File: src/design/bfse_pkg.sv
`default_nettype none

package bfse_pkg;

   // Kind of video memory read issued on a dot.
   typedef enum logic [1:0] {
      FETCH_NONE      = 2'd0,
      FETCH_NAMETABLE = 2'd1,
      FETCH_ATTRIBUTE = 2'd2,
      FETCH_PATTERN   = 2'd3
   } fetch_kind_type;

   // Configuration register indexes.
   localparam int unsigned CSR_INDEX_W = 3;
   localparam logic [CSR_INDEX_W-1:0] CSR_BG_ENABLE            = 3'd0;
   localparam logic [CSR_INDEX_W-1:0] CSR_BG_LEFT_ENABLE       = 3'd1;
   localparam logic [CSR_INDEX_W-1:0] CSR_PATTERN_HALF         = 3'd2;
   localparam logic [CSR_INDEX_W-1:0] CSR_VBLANK_NMI_ENABLE    = 3'd3;
   localparam logic [CSR_INDEX_W-1:0] CSR_FINE_X_SCROLL        = 3'd4;
   localparam logic [CSR_INDEX_W-1:0] CSR_SCROLL_TEMP_ADDRESS  = 3'd5;
   localparam int unsigned CSR_DATA_W = 15;

   // Video timing. Lines are stored offset by one so that the prerender line is zero.
   localparam logic [8:0] DOTS_LAST        = 9'd340;
   localparam logic [8:0] LINE_PRERENDER   = 9'd0;
   localparam logic [8:0] LINE_FIRST_SHOWN = 9'd1;
   localparam logic [8:0] LINE_LAST_SHOWN  = 9'd240;
   localparam logic [8:0] LINE_VBLANK      = 9'd242;
   localparam logic [8:0] LINE_LAST        = 9'd261;

   // Scroll address field masks.
   localparam logic [14:0] HORIZ_COPY_MASK = 15'h041f;
   localparam logic [14:0] VERT_COPY_MASK  = 15'h7be0;

   // Configuration as seen by the engine.
   typedef struct packed {
      logic        bg_enable;
      logic        bg_left_enable;
      logic        background_pattern_half;
      logic        vblank_nmi_enable;
      logic [2:0]  fine_x_scroll;
      logic [14:0] scroll_temp_address;
   } cfg_type;

   // One result item.
   typedef struct packed {
      fetch_kind_type fetch_kind;
      logic [13:0]    fetch_address;
      logic           pixel_valid;
      logic [7:0]     pixel_x;
      logic [7:0]     pixel_y;
      logic [3:0]     palette_index;
      logic           vblank;
      logic           nmi_request;
   } rsp_type;

endpackage

`default_nettype wire

File: src/design/background_fetch_scroll_engine.sv
`default_nettype none

// Channel   Direction  Handshake              Payload
// req_      in         req_valid / req_stall  read_data
// rsp_      out        rsp_valid / rsp_stall  fetch and pixel fields, vblank, nmi_request
// csr_      in         csr_valid / csr_ready  csr_index, csr_data
//
// While req_stall is low, one item per clock: the dot logic runs between the timing state
// registers and the result register, so an item's result appears the cycle after acceptance.
// Reset puts the timing at dot 0 of the prerender line, clearing all but the result data.
// The result register holds its item while rsp_stall is high; req_stall is raised
// only while that register is full and stalled. csr writes are always ready.
module background_fetch_scroll_engine (
   input  wire logic                            clock,
   input  wire logic                            reset,
   input  wire logic                            req_valid,
   output logic                                 req_stall,
   input  wire logic [7:0]                      req_read_data,
   output logic                                 rsp_valid,
   input  wire logic                            rsp_stall,
   output logic [1:0]                           rsp_fetch_kind,
   output logic [13:0]                          rsp_fetch_address,
   output logic                                 rsp_pixel_valid,
   output logic [7:0]                           rsp_pixel_x,
   output logic [7:0]                           rsp_pixel_y,
   output logic [3:0]                           rsp_palette_index,
   output logic                                 rsp_vblank,
   output logic                                 rsp_nmi_request,
   input  wire logic                            csr_valid,
   output logic                                 csr_ready,
   input  wire logic [bfse_pkg::CSR_INDEX_W-1:0] csr_index,
   input  wire logic [bfse_pkg::CSR_DATA_W-1:0]  csr_data
);
   import bfse_pkg::*;

   cfg_type cfg_ff;
   rsp_type step_rsp;
   rsp_type rsp_ff;
   logic    rsp_valid_ff;
   logic    accept;

   // Configuration registers; unknown indexes are ignored.
   assign csr_ready = 1'b1;
   always_ff @(posedge clock) begin
      if (reset) begin
         cfg_ff <= '0;
      end else if (csr_valid && csr_ready) begin
         case (csr_index)
            CSR_BG_ENABLE:            cfg_ff.bg_enable               <= csr_data[0];
            CSR_BG_LEFT_ENABLE:       cfg_ff.bg_left_enable          <= csr_data[0];
            CSR_PATTERN_HALF:         cfg_ff.background_pattern_half <= csr_data[0];
            CSR_VBLANK_NMI_ENABLE:    cfg_ff.vblank_nmi_enable       <= csr_data[0];
            CSR_FINE_X_SCROLL:        cfg_ff.fine_x_scroll           <= csr_data[2:0];
            CSR_SCROLL_TEMP_ADDRESS:  cfg_ff.scroll_temp_address     <= csr_data[14:0];
            default: ;
         endcase
      end
   end

   // An item is taken whenever the result register is free or being emptied.
   assign req_stall = rsp_valid_ff && rsp_stall;
   assign accept    = req_valid && !req_stall;

   bfse_engine u_engine (
      .clock     (clock),
      .reset     (reset),
      .step_en   (accept),
      .read_data (req_read_data),
      .cfg       (cfg_ff),
      .rsp       (step_rsp)
   );

   // Result register.
   always_ff @(posedge clock) begin
      if (reset) begin
         rsp_valid_ff <= 1'b0;
      end else if (accept) begin
         rsp_valid_ff <= 1'b1;
      end else if (!rsp_stall) begin
         rsp_valid_ff <= 1'b0;
      end
   end

   always_ff @(posedge clock) begin
      if (accept) begin
         rsp_ff <= step_rsp;
      end
   end

   assign rsp_valid         = rsp_valid_ff;
   assign rsp_fetch_kind    = rsp_ff.fetch_kind;
   assign rsp_fetch_address = rsp_ff.fetch_address;
   assign rsp_pixel_valid   = rsp_ff.pixel_valid;
   assign rsp_pixel_x       = rsp_ff.pixel_x;
   assign rsp_pixel_y       = rsp_ff.pixel_y;
   assign rsp_palette_index = rsp_ff.palette_index;
   assign rsp_vblank        = rsp_ff.vblank;
   assign rsp_nmi_request   = rsp_ff.nmi_request;

endmodule

`default_nettype wire

File: src/design/bfse_engine.sv
`default_nettype none

module bfse_engine (
   input  wire logic             clock,
   input  wire logic             reset,
   input  wire logic             step_en,
   input  wire logic [7:0]       read_data,
   input  wire bfse_pkg::cfg_type cfg,
   output bfse_pkg::rsp_type     rsp
);
   import bfse_pkg::*;

   // Timing, scroll and pipeline state.
   logic [8:0]     dot_ff, dot_in;
   logic [8:0]     line_ff, line_in;
   logic           odd_ff, odd_in;
   logic [14:0]    va_ff, va_in;
   logic [7:0]     tile_ff, tile_in;
   logic [7:0]     plo_ff, plo_in;
   logic [7:0]     phi_ff, phi_in;
   logic [1:0]     attr_ff, attr_in;
   logic [15:0]    pat_lo_ff, pat_lo_in;
   logic [15:0]    pat_hi_ff, pat_hi_in;
   logic [15:0]    att_lo_ff, att_lo_in;
   logic [15:0]    att_hi_ff, att_hi_in;
   fetch_kind_type pend_kind_ff, pend_kind_in;
   logic [1:0]     pend_quad_ff, pend_quad_in;
   logic           vblank_ff, vblank_in;

   // Coarse X increment with horizontal nametable wrap.
   function automatic logic [14:0] step_x(input logic [14:0] va);
      logic [14:0] r;
      if (va[4:0] == 5'd31) begin
         r = {va[14:11], ~va[10], va[9:5], 5'd0};
      end else begin
         r = va + 15'd1;
      end
      return r;
   endfunction

   // Fine Y increment, carrying into coarse Y with vertical nametable wrap.
   function automatic logic [14:0] step_y(input logic [14:0] va);
      logic [14:0] r;
      if (va[14:12] != 3'd7) begin
         r = {va[14:12] + 3'd1, va[11:0]};
      end else if (va[9:5] == 5'd29) begin
         r = {3'd0, ~va[11], va[10], 5'd0, va[4:0]};
      end else begin
         r = {3'd0, va[11:10], va[9:5] + 5'd1, va[4:0]};
      end
      return r;
   endfunction

   // Per-dot work: finish the last fetch, run this dot's events, form the pixel, advance the counters.
   always_comb begin
      logic [2:0] phase;
      logic       render_dot;
      logic [3:0] sel;
      logic [1:0] pat;
      logic [1:0] pal;

      dot_in       = dot_ff;
      line_in      = line_ff;
      odd_in       = odd_ff;
      va_in        = va_ff;
      tile_in      = tile_ff;
      plo_in       = plo_ff;
      phi_in       = phi_ff;
      attr_in      = attr_ff;
      pat_lo_in    = pat_lo_ff;
      pat_hi_in    = pat_hi_ff;
      att_lo_in    = att_lo_ff;
      att_hi_in    = att_hi_ff;
      pend_quad_in = pend_quad_ff;
      vblank_in    = vblank_ff;
      rsp          = '0;
      rsp.fetch_kind = FETCH_NONE;

      phase      = dot_ff[2:0] - 3'd1;
      render_dot = (dot_ff >= 9'd2 && dot_ff <= 9'd257) ||
                   (dot_ff >= 9'd321 && dot_ff <= 9'd337);

      // Complete the fetch issued on the previous dot.
      case (pend_kind_ff)
         FETCH_NAMETABLE: tile_in = read_data;
         FETCH_ATTRIBUTE: begin
            case (pend_quad_ff)
               2'd0:    attr_in = read_data[1:0];
               2'd1:    attr_in = read_data[3:2];
               2'd2:    attr_in = read_data[5:4];
               default: attr_in = read_data[7:6];
            endcase
         end
         FETCH_PATTERN: begin
            if (pend_quad_ff[0]) begin
               phi_in = read_data;
            end else begin
               plo_in = read_data;
            end
         end
         default: ;
      endcase

      // Events of this dot.
      if ((line_ff == LINE_VBLANK || line_ff == LINE_PRERENDER) && dot_ff == 9'd1) begin
         if (line_ff == LINE_PRERENDER) begin
            vblank_in = 1'b0;
         end else begin
            vblank_in       = 1'b1;
            rsp.nmi_request = cfg.vblank_nmi_enable;
         end
      end else if (line_ff == LINE_FIRST_SHOWN && dot_ff == 9'd0) begin
         // Odd frames drop the first idle dot of the first visible line.
         if (odd_ff) begin
            dot_in = 9'd1;
         end
         odd_in = ~odd_ff;
      end else if (line_ff <= LINE_LAST_SHOWN) begin
         if (render_dot) begin
            if (cfg.bg_enable) begin
               pat_lo_in = {pat_lo_ff[14:0], 1'b0};
               pat_hi_in = {pat_hi_ff[14:0], 1'b0};
               att_lo_in = {att_lo_ff[14:0], 1'b0};
               att_hi_in = {att_hi_ff[14:0], 1'b0};
            end
            // Reload the low byte of the shifters at the start of each tile.
            if (phase == 3'd0) begin
               pat_lo_in[7:0] = plo_in;
               pat_hi_in[7:0] = phi_in;
               att_lo_in[7:0] = {8{attr_in[0]}};
               att_hi_in[7:0] = {8{attr_in[1]}};
            end
            case (phase)
               3'd0: begin
                  rsp.fetch_kind    = FETCH_NAMETABLE;
                  rsp.fetch_address = {2'b10, va_ff[11:0]};
               end
               3'd2: begin
                  rsp.fetch_kind    = FETCH_ATTRIBUTE;
                  rsp.fetch_address = {2'b10, va_ff[11:10], 4'b1111, va_ff[9:7], va_ff[4:2]};
                  pend_quad_in      = {va_ff[6], va_ff[1]};
               end
               3'd4, 3'd6: begin
                  rsp.fetch_kind    = FETCH_PATTERN;
                  rsp.fetch_address = {1'b0, cfg.background_pattern_half, tile_in,
                                       phase[1], va_ff[14:12]};
                  pend_quad_in      = {1'b0, phase[1]};
               end
               3'd7: begin
                  if (cfg.bg_enable) begin
                     va_in = step_x(va_ff);
                  end
               end
               default: ;
            endcase
            // End of the visible row: next row, then horizontal scroll reload.
            if (dot_ff == 9'd256) begin
               if (cfg.bg_enable) begin
                  va_in = step_y(va_in);
               end
            end else if (dot_ff == 9'd257) begin
               if (cfg.bg_enable) begin
                  va_in = (va_in & ~HORIZ_COPY_MASK) |
                          (cfg.scroll_temp_address & HORIZ_COPY_MASK);
               end
            end
         end else if (line_ff == LINE_PRERENDER && dot_ff >= 9'd280 && dot_ff <= 9'd304) begin
            if (cfg.bg_enable) begin
               va_in = (va_in & ~VERT_COPY_MASK) | (cfg.scroll_temp_address & VERT_COPY_MASK);
            end
         end
      end
      pend_kind_in = rsp.fetch_kind;

      // Pixel from the shifters, tapped by fine X.
      sel = {1'b1, ~cfg.fine_x_scroll};
      pat = {pat_hi_in[sel], pat_lo_in[sel]};
      pal = {att_hi_in[sel], att_lo_in[sel]};
      if (line_ff >= LINE_FIRST_SHOWN && line_ff <= LINE_LAST_SHOWN &&
          dot_in >= 9'd1 && dot_in <= 9'd256 &&
          (cfg.bg_left_enable || dot_in > 9'd8)) begin
         rsp.pixel_valid = 1'b1;
         rsp.pixel_x     = 8'(dot_in - 9'd1);
         rsp.pixel_y     = 8'(line_ff - 9'd1);
         if (cfg.bg_enable && pat != 2'd0) begin
            rsp.palette_index = {pal, pat};
         end
      end
      rsp.vblank = vblank_in;

      // Advance the dot and line counters.
      if (dot_in >= DOTS_LAST) begin
         dot_in = 9'd0;
         if (line_ff >= LINE_LAST) begin
            line_in = LINE_PRERENDER;
         end else begin
            line_in = line_ff + 9'd1;
         end
      end else begin
         dot_in = dot_in + 9'd1;
      end
   end

   // State update on each accepted item.
   always_ff @(posedge clock) begin
      if (reset) begin
         dot_ff       <= 9'd0;
         line_ff      <= LINE_PRERENDER;
         odd_ff       <= 1'b0;
         va_ff        <= '0;
         tile_ff      <= '0;
         plo_ff       <= '0;
         phi_ff       <= '0;
         attr_ff      <= '0;
         pat_lo_ff    <= '0;
         pat_hi_ff    <= '0;
         att_lo_ff    <= '0;
         att_hi_ff    <= '0;
         pend_kind_ff <= FETCH_NONE;
         pend_quad_ff <= '0;
         vblank_ff    <= 1'b0;
      end else if (step_en) begin
         dot_ff       <= dot_in;
         line_ff      <= line_in;
         odd_ff       <= odd_in;
         va_ff        <= va_in;
         tile_ff      <= tile_in;
         plo_ff       <= plo_in;
         phi_ff       <= phi_in;
         attr_ff      <= attr_in;
         pat_lo_ff    <= pat_lo_in;
         pat_hi_ff    <= pat_hi_in;
         att_lo_ff    <= att_lo_in;
         att_hi_ff    <= att_hi_in;
         pend_kind_ff <= pend_kind_in;
         pend_quad_ff <= pend_quad_in;
         vblank_ff    <= vblank_in;
      end
   end

endmodule

`default_nettype wire
File: config.mk
export PLATFORM = sky130hd
export DESIGN_NAME = background_fetch_scroll_engine
export DESIGN_NICKNAME = d
export VERILOG_FILES = /design/src/design/bfse_pkg.sv /design/src/design/background_fetch_scroll_engine.sv /design/src/design/bfse_engine.sv
export SDC_FILE = /design/constraint.sdc
export NUM_CORES = 1
export LEC_CHECK = 0
export BUFFER_PORTS_ARGS = -buffer_cell sky130_fd_sc_hd__buf_2
export CAP_MARGIN = 20
export CELL_PAD_IN_SITES_DETAIL_PLACEMENT = 1
export CELL_PAD_IN_SITES_GLOBAL_PLACEMENT = 1
export CORE_MARGIN = 2
export CORE_UTILIZATION = 44
export CTS_CLUSTER_SIZE = 40
export DETAILED_ROUTE_END_ITERATION = 7
export PLACE_DENSITY = 0.79
export RECOVER_POWER = 50
export SYNTH_ARGS = -nofsm -noshare
export SYNTH_HDL_FRONTEND = slang
export SYNTH_SLANG_ARGS = --single-unit
File: constraint.sdc
create_clock -name clock -period 13.2 [get_ports clock]
set_input_delay 3.96 -clock clock [delete_from_list [all_inputs] [get_ports clock]]
set_output_delay 3.96 -clock clock [all_outputs]
set_load 0.05 [all_outputs]
==> flow_metrics.tcl, run 1 <==
set metrics [dict create \
    critPathSlowestCell "clkbuf_1" \
    cts.path.max_buffers 2 \
    areaGrowthSynthToFinish_pct 10.2 \
    maxSlewViolCount 148 \
    gr-total-overflow 0 \
    worstSetupPathType "in -> reg" \
    pre_cts_slack_ns 4.81 \
    violations "capacitance limit, slew limit" \
    path_cells "clkbuf_1 -> clkbuf_1 -> nor3_1" \
    post_cts_resized 0 \
    cap_viol_max_count 2 \
    synth_async_sr_flop_share_pct 0 \
    period_needed_ns 8.78 \
    cp.buffers_inverters 2 \
    hold_class "reg -> reg" \
    ios 73 \
    cts_hold_buf 0 \
    synth-seq-cells 191 \
    finalSetupViolations 0 \
    crit_fanout 80 \
    syn_inst 1165 \
    htreeDepth 4 \
    ant_nets 0 \
    initialDrtViolationCount 629 \
    grt_first_pass_wirelength_um 44400 \
    insertion_delay_ns 0.45 \
    synthTopCellsByArea "dfxtp_1 (32%), edfxtp_1 (12%), nand2_1 (9.2%)" \
    dieArea_mm2 0.0231 \
    post_dp_cell_area_mm2 0.0101 \
    hpwl_um 17900 \
    leakage_nw 3.66 \
    synth_flop_cell "dfxtp_1" \
    wl_per_cell_um 18.2 \
    die_h_um 152 \
    clock_skew_ns 0.00846 \
    num_vias 8523 \
    cts-root-buf "clkbuf_16" \
    fp-row-count 54 \
    start_util_pct 44.5 \
    netlist_area_mm2 0.00962 \
    synthMostInstantiatedCell "nand2_1" \
    rsz0062_at_grt "false" \
    layout_setup_ws_ns 4.42 \
    cp_top_family "buffers and inverters" \
    critPathMaxStageDelay_ns 2.60 \
    yosysTopAreaCellShare_pct 31.6 \
    numClockSinks 191 \
    syn_avg_cell_area_um2 8.25 \
    cts_tree "done" \
    cp-start-kind "input pin" \
    yosysWarnings 0 \
    ys_types 74 \
    fin_tns_setup_ns 0 \
    power_density_mw_per_mm2 115 \
    drt_first_pass_iters 5 \
    synth_top_cell_by_area "dfxtp_1" \
    ir_drop_mv 0.0872 \
    fin_util_pct 49.0 \
    die_w_um 152 \
    grt_pass1_vias 8316 \
    diodes 0 \
    synth_common_cells "nand2_1 (236), dfxtp_1 (152), a21oi_1 (136)" \
    antenna_found_initial 0 \
    final_area_mm2 0.0106 \
    period_share_pct 66.5 \
    hold_slack_ns 0.456 \
    end_kind "flop" \
    wl_um 26800 \
    drive_gt1_share_pct 7.69 \
    tightestPinTransition_ns 3.52 \
    slew_headroom_pct -135 \
    status "finished with violations" \
    arrival_ns 8.96 \
    syn_nets 1215 \
    ys_seq_area_share_pct 43.8 \
    core_area_mm2 0.0216 \
    cts.clk_slew.worst_paths_ns 0.06 \
    cts_buffers 17 \
    io_buffer_count 71 \
    cts_setup_buffers 0 \
    clock.fmax_mhz 114 \
    place_congestion 0.883 \
    via_per_inst 5.77 \
    track_usage_pct 23.4 \
    drc 0 \
    path_common_cell "clkbuf_1" \
    nets 1235 \
    hold_viol 0 \
    grt_max_degree 81 \
    synth_edf_count 39 \
    cp.required_ns 13.37 \
]
-- worst min-delay path, delay by kind of cell (launching register included) --
kind,cells,cell delay (ns)
AND/OR/NAND/NOR,1,0.05
flip-flops,1,0.31
AO/OA/AOI/OAI,1,0.05
-- placed cells by master, fill, tap and decap left out, drive strengths merged, types with 22 or more instances in the layout --
master,instances
a21oi,136
buf,33
clkbuf,72
dfxtp,152
edfxtp,39
inv,26
mux2i,28
nand2,236
nand3,29
nor2,125
nor3,38
o21ai,27
xnor2,22
-- metal layers --
layer | global-route usage [%] | vias to the layer above | wire length, um
li1 | - | 4149 | -
met1 | 33.3 | 4121 | 12900
met2 | 37.2 | 218 | 12400
met3 | 3.39 | 35 | 1100
met4 | 6.76 | 0 | 415
met5 | 0 | - | 0
-- final cells by class --
class                      instances  area, um2
clock inverter                    10        104
clock buffer                      21        483
multi-input combinational        867       4950
tap                              280        350
fill                            2639      11000
sequential                       191       4210
timing repair buffer              84        402
inverter                          24       90.1
-- kinds of logic after synthesis --
logic type,after synthesis,synth area share [%]
multiplexers,39,4.67
AND/OR/NAND/NOR,510,23.9
other,1,0.0390
flip-flops,191,43.8
adder cells (fa/ha/maj),19,2.47
XOR/XNOR,31,2.90
AO/OA/AOI/OAI,267,17.6
buffers and inverters,107,4.59
-- final timing paths --
path	startpoint	endpoint	slack, ns	cells after the start
setup / recovery	reset	u_engine.pat_lo_ff[5]	4.42	3
hold / removal	u_engine.att_hi_ff[0]	u_engine.att_hi_ff[0]	0.46	2
setup reg to reg	u_engine.dot_ff[0]	rsp_palette_index[3]	8.21	12
hold reg to reg	u_engine.att_hi_ff[0]	u_engine.att_hi_ff[0]	0.46	2
-- state kept, by name, summed over array words and instances, names as in the netlist, 2 cells and up --
signal,cells
cfg_ff,22
rsp_fetch_address,14
rsp_fetch_kind,2
rsp_palette_index,4
rsp_pixel_x,8
rsp_pixel_y,8
u_engine.att_hi_ff,16
u_engine.att_lo_ff,16
u_engine.attr_ff,2
u_engine.dot_ff,9
u_engine.line_ff,9
u_engine.pat_hi_ff,16
u_engine.pat_lo_ff,16
u_engine.pend_kind_ff,2
u_engine.pend_quad_ff,2
u_engine.phi_ff,8
u_engine.plo_ff,8
u_engine.tile_ff,8
u_engine.va_ff,15
-- power breakdown --
group	internal, W	switching (W)	total [W]
sequential	0.000604	0.00000683	0.000611
clock	0.000284	0.000237	0.000521
combinational	0.0000210	0.0000703	0.0000913
total	0.000909	0.000314	0.00122
-- stage by stage --
step	total power (W)	cells
floorplan	0.000687	1165
global placement	0.000715	1444
detailed placement	0.000716	1444
CTS	0.00123	1475
global route	0.00126	1477
finish	0.00122	1477
(Power assumes the default switching activity.)
==> inputs of run 2 (changes only) <==
- ABC_AREA: default -> 1
- PLACE_DENSITY: 0.79 -> 0.8
- clock period: 13.2 -> 8.35 ns (I/O delays scaled with it)
==> run 2 against run 1 <==
Compared with the run above:
- power grew 66%
- the run still ends with capacitance limit, slew limit left
- core utilization shrank 0.84 points
- clock power grew 52%
- area after synthesis grew 7.4%
- design area grew 5.7%
- highest routed layer unchanged
==> flow_metrics.tcl, run 2 <==
set metrics [dict create \
    syn_avg_cell_area_um2 7.29 \
    slew_headroom_pct -37.4 \
    dp_cells 1736 \
    end_kind "flop" \
    layout_setup_ws_ns 2.63 \
    hold_viol 0 \
    r2r_setup_slack_ns 3.10 \
    period_needed_ns 5.72 \
    tightestPinTransition_ns 2.06 \
    ant_nets 0 \
    arrival_ns 6.05 \
    fin_tns_setup_ns 0 \
    initialDrtViolationCount 563 \
    synth_common_cells "nand2_1 (224), nand3_1 (163), inv_1 (159)" \
    place_congestion 0.867 \
    die_w_um 157 \
    grt_max_degree 107 \
    synth_async_sr_flop_share_pct 0 \
    seqCellArea_mm2 0.00422 \
    fillers 3066 \
    synthTopCellsByArea "dfxtp_1 (29%), edfxtp_1 (11%), nand2_1 (8.1%)" \
    yosysTopAreaCellShare_pct 29.5 \
    synth_flop_cell "dfxtp_1" \
    track_usage_pct 25.2 \
    fin_cells 1768 \
    netlist_area_mm2 0.0103 \
    cap_viol_max_count 2 \
    ys_seq_area_share_pct 40.8 \
    finalPower_w 0.00203 \
    maxSlewViolCount 146 \
    ys_types 54 \
    drc 0 \
    cts_hold_buf 0 \
    cts.path.max_buffers 2 \
    fp-row-count 56 \
    synth_edf_count 39 \
    pre_cts_slack_ns 2.72 \
    clock_skew_ns 0.0103 \
    rsz0062_at_grt "false" \
    cts-root-buf "clkbuf_16" \
    worstSetupPathType "in -> reg" \
    synth_top_cell_by_area "dfxtp_1" \
    grt_pass1_vias 9860 \
    leakage_nw 4.63 \
    status "finished with violations" \
    cts_buffers 17 \
    drive_gt1_share_pct 7.73 \
    crit_fanout 106 \
    insertion_delay_ns 0.45 \
    cts_tree "done" \
    synth-seq-cells 191 \
    nets 1486 \
    start_util_pct 44.4 \
    areaGrowthSynthToFinish_pct 8.42 \
    htreeDepth 4 \
    grt_first_pass_wirelength_um 49700 \
    wl_per_cell_um 17.0 \
    violations "capacitance limit, slew limit" \
    ir_drop_mv 0.118 \
    antenna_found_initial 0 \
    synthMostInstantiatedCell "nand2_1" \
    syn_inst 1417 \
    final_common_cell "nand2_1" \
    numClockSinks 191 \
    hold_class "reg -> reg" \
    yosysWarnings 0 \
    hold_slack_ns 0.448 \
    regMostFlops "cfg_ff" \
    diodes 0 \
    hpwl_um 20100 \
    cp.required_ns 8.68 \
    gr-total-overflow 0 \
    multiInputGateArea_mm2 0.00505 \
    post_cts_resized 0 \
    dieArea_mm2 0.0247 \
    period_share_pct 68.5 \
    via_per_inst 5.51 \
    finalSetupViolations 0 \
    syn_nets 1467 \
    drt_first_pass_iters 5 \
    power_density_mw_per_mm2 181 \
    mostFrequentLayoutCells "nand2_1 (228), nand3_1 (164), inv_1 (160), dfxtp_1 (151), nor2_1 (135)" \
    num_vias 9744 \
    cts_setup_buffers 0 \
    cts.clk_slew.worst_paths_ns 0.07 \
    ios 73 \
    largest_reg_flops 22 \
    cp-start-kind "input pin" \
    clock.fmax_mhz 175 \
    io_buffer_count 71 \
    core_area_mm2 0.0233 \
    die_h_um 157 \
    wl_um 30100 \
]
## run 2: layout make-up
type,instances,area share (%)
clock inverters,12,0.927
well taps,319,3.56
clock buffers,20,3.99
repair buffers,79,3.19
inverters,168,5.63
multi-input cells,979,45.1
flip-flops and latches,191,37.6
## run 2: kinds of logic (layout without fill, tap and decap cells)
family | after synthesis | after routing | share of synthesized area, %
AND/OR/NAND/NOR | 607 | 607 | 27.2
AO/OA/AOI/OAI | 335 | 335 | 18.5
buffers and inverters | 247 | 279 | 9.79
flip-flops | 191 | 191 | 40.8
adder cells (fa/ha/maj) | 19 | 19 | 2.30
XOR/XNOR | 17 | 17 | 1.44
other | 1 | 1 | 0.0363
## run 2: worst paths after layout
kind	cells past startpoint	endpoint	startpoint
hold reg to reg	2	u_engine.pat_hi_ff[6]	u_engine.pat_hi_ff[6]
setup / recovery	5	u_engine.phi_ff[4]	reset
hold / removal	2	u_engine.pat_hi_ff[6]	u_engine.pat_hi_ff[6]
setup reg to reg	15	u_engine.att_lo_ff[0]	u_engine.line_ff[0]
## run 2: critical path: stages
cell and delay, ns:
clkbuf_1 1.44, inv_1 0.30, clkbuf_2 1.14, o211ai_1 0.50
inv_1 0.07
## run 2: where the power goes
part	leakage (nW)	internal [W]	switching, W
clock network	0.262	0.000398	0.000394
logic	2.73	0.0000628	0.000170
registers	1.63	0.000977	0.0000258
## run 2: layer usage
metal | wire, um | track usage (%) | vias to the layer above
li1 | - | - | 4807
met1 | 14200 | 33.6 | 4715
met2 | 14200 | 41.8 | 177
met3 | 1030 | 3.14 | 45
met4 | 684 | 9.31 | 0
met5 | 0 | 0 | -
## run 2: through the flow
step           utilization (%)  cell area [um2]
3_3_place_gp              46.3            10800
6_report                  48.1            11200
3_5_place_dp              46.3            10800
2_1_floorplan                -            10300
5_1_grt                   48.1            11200
4_1_cts                   48.7            11300
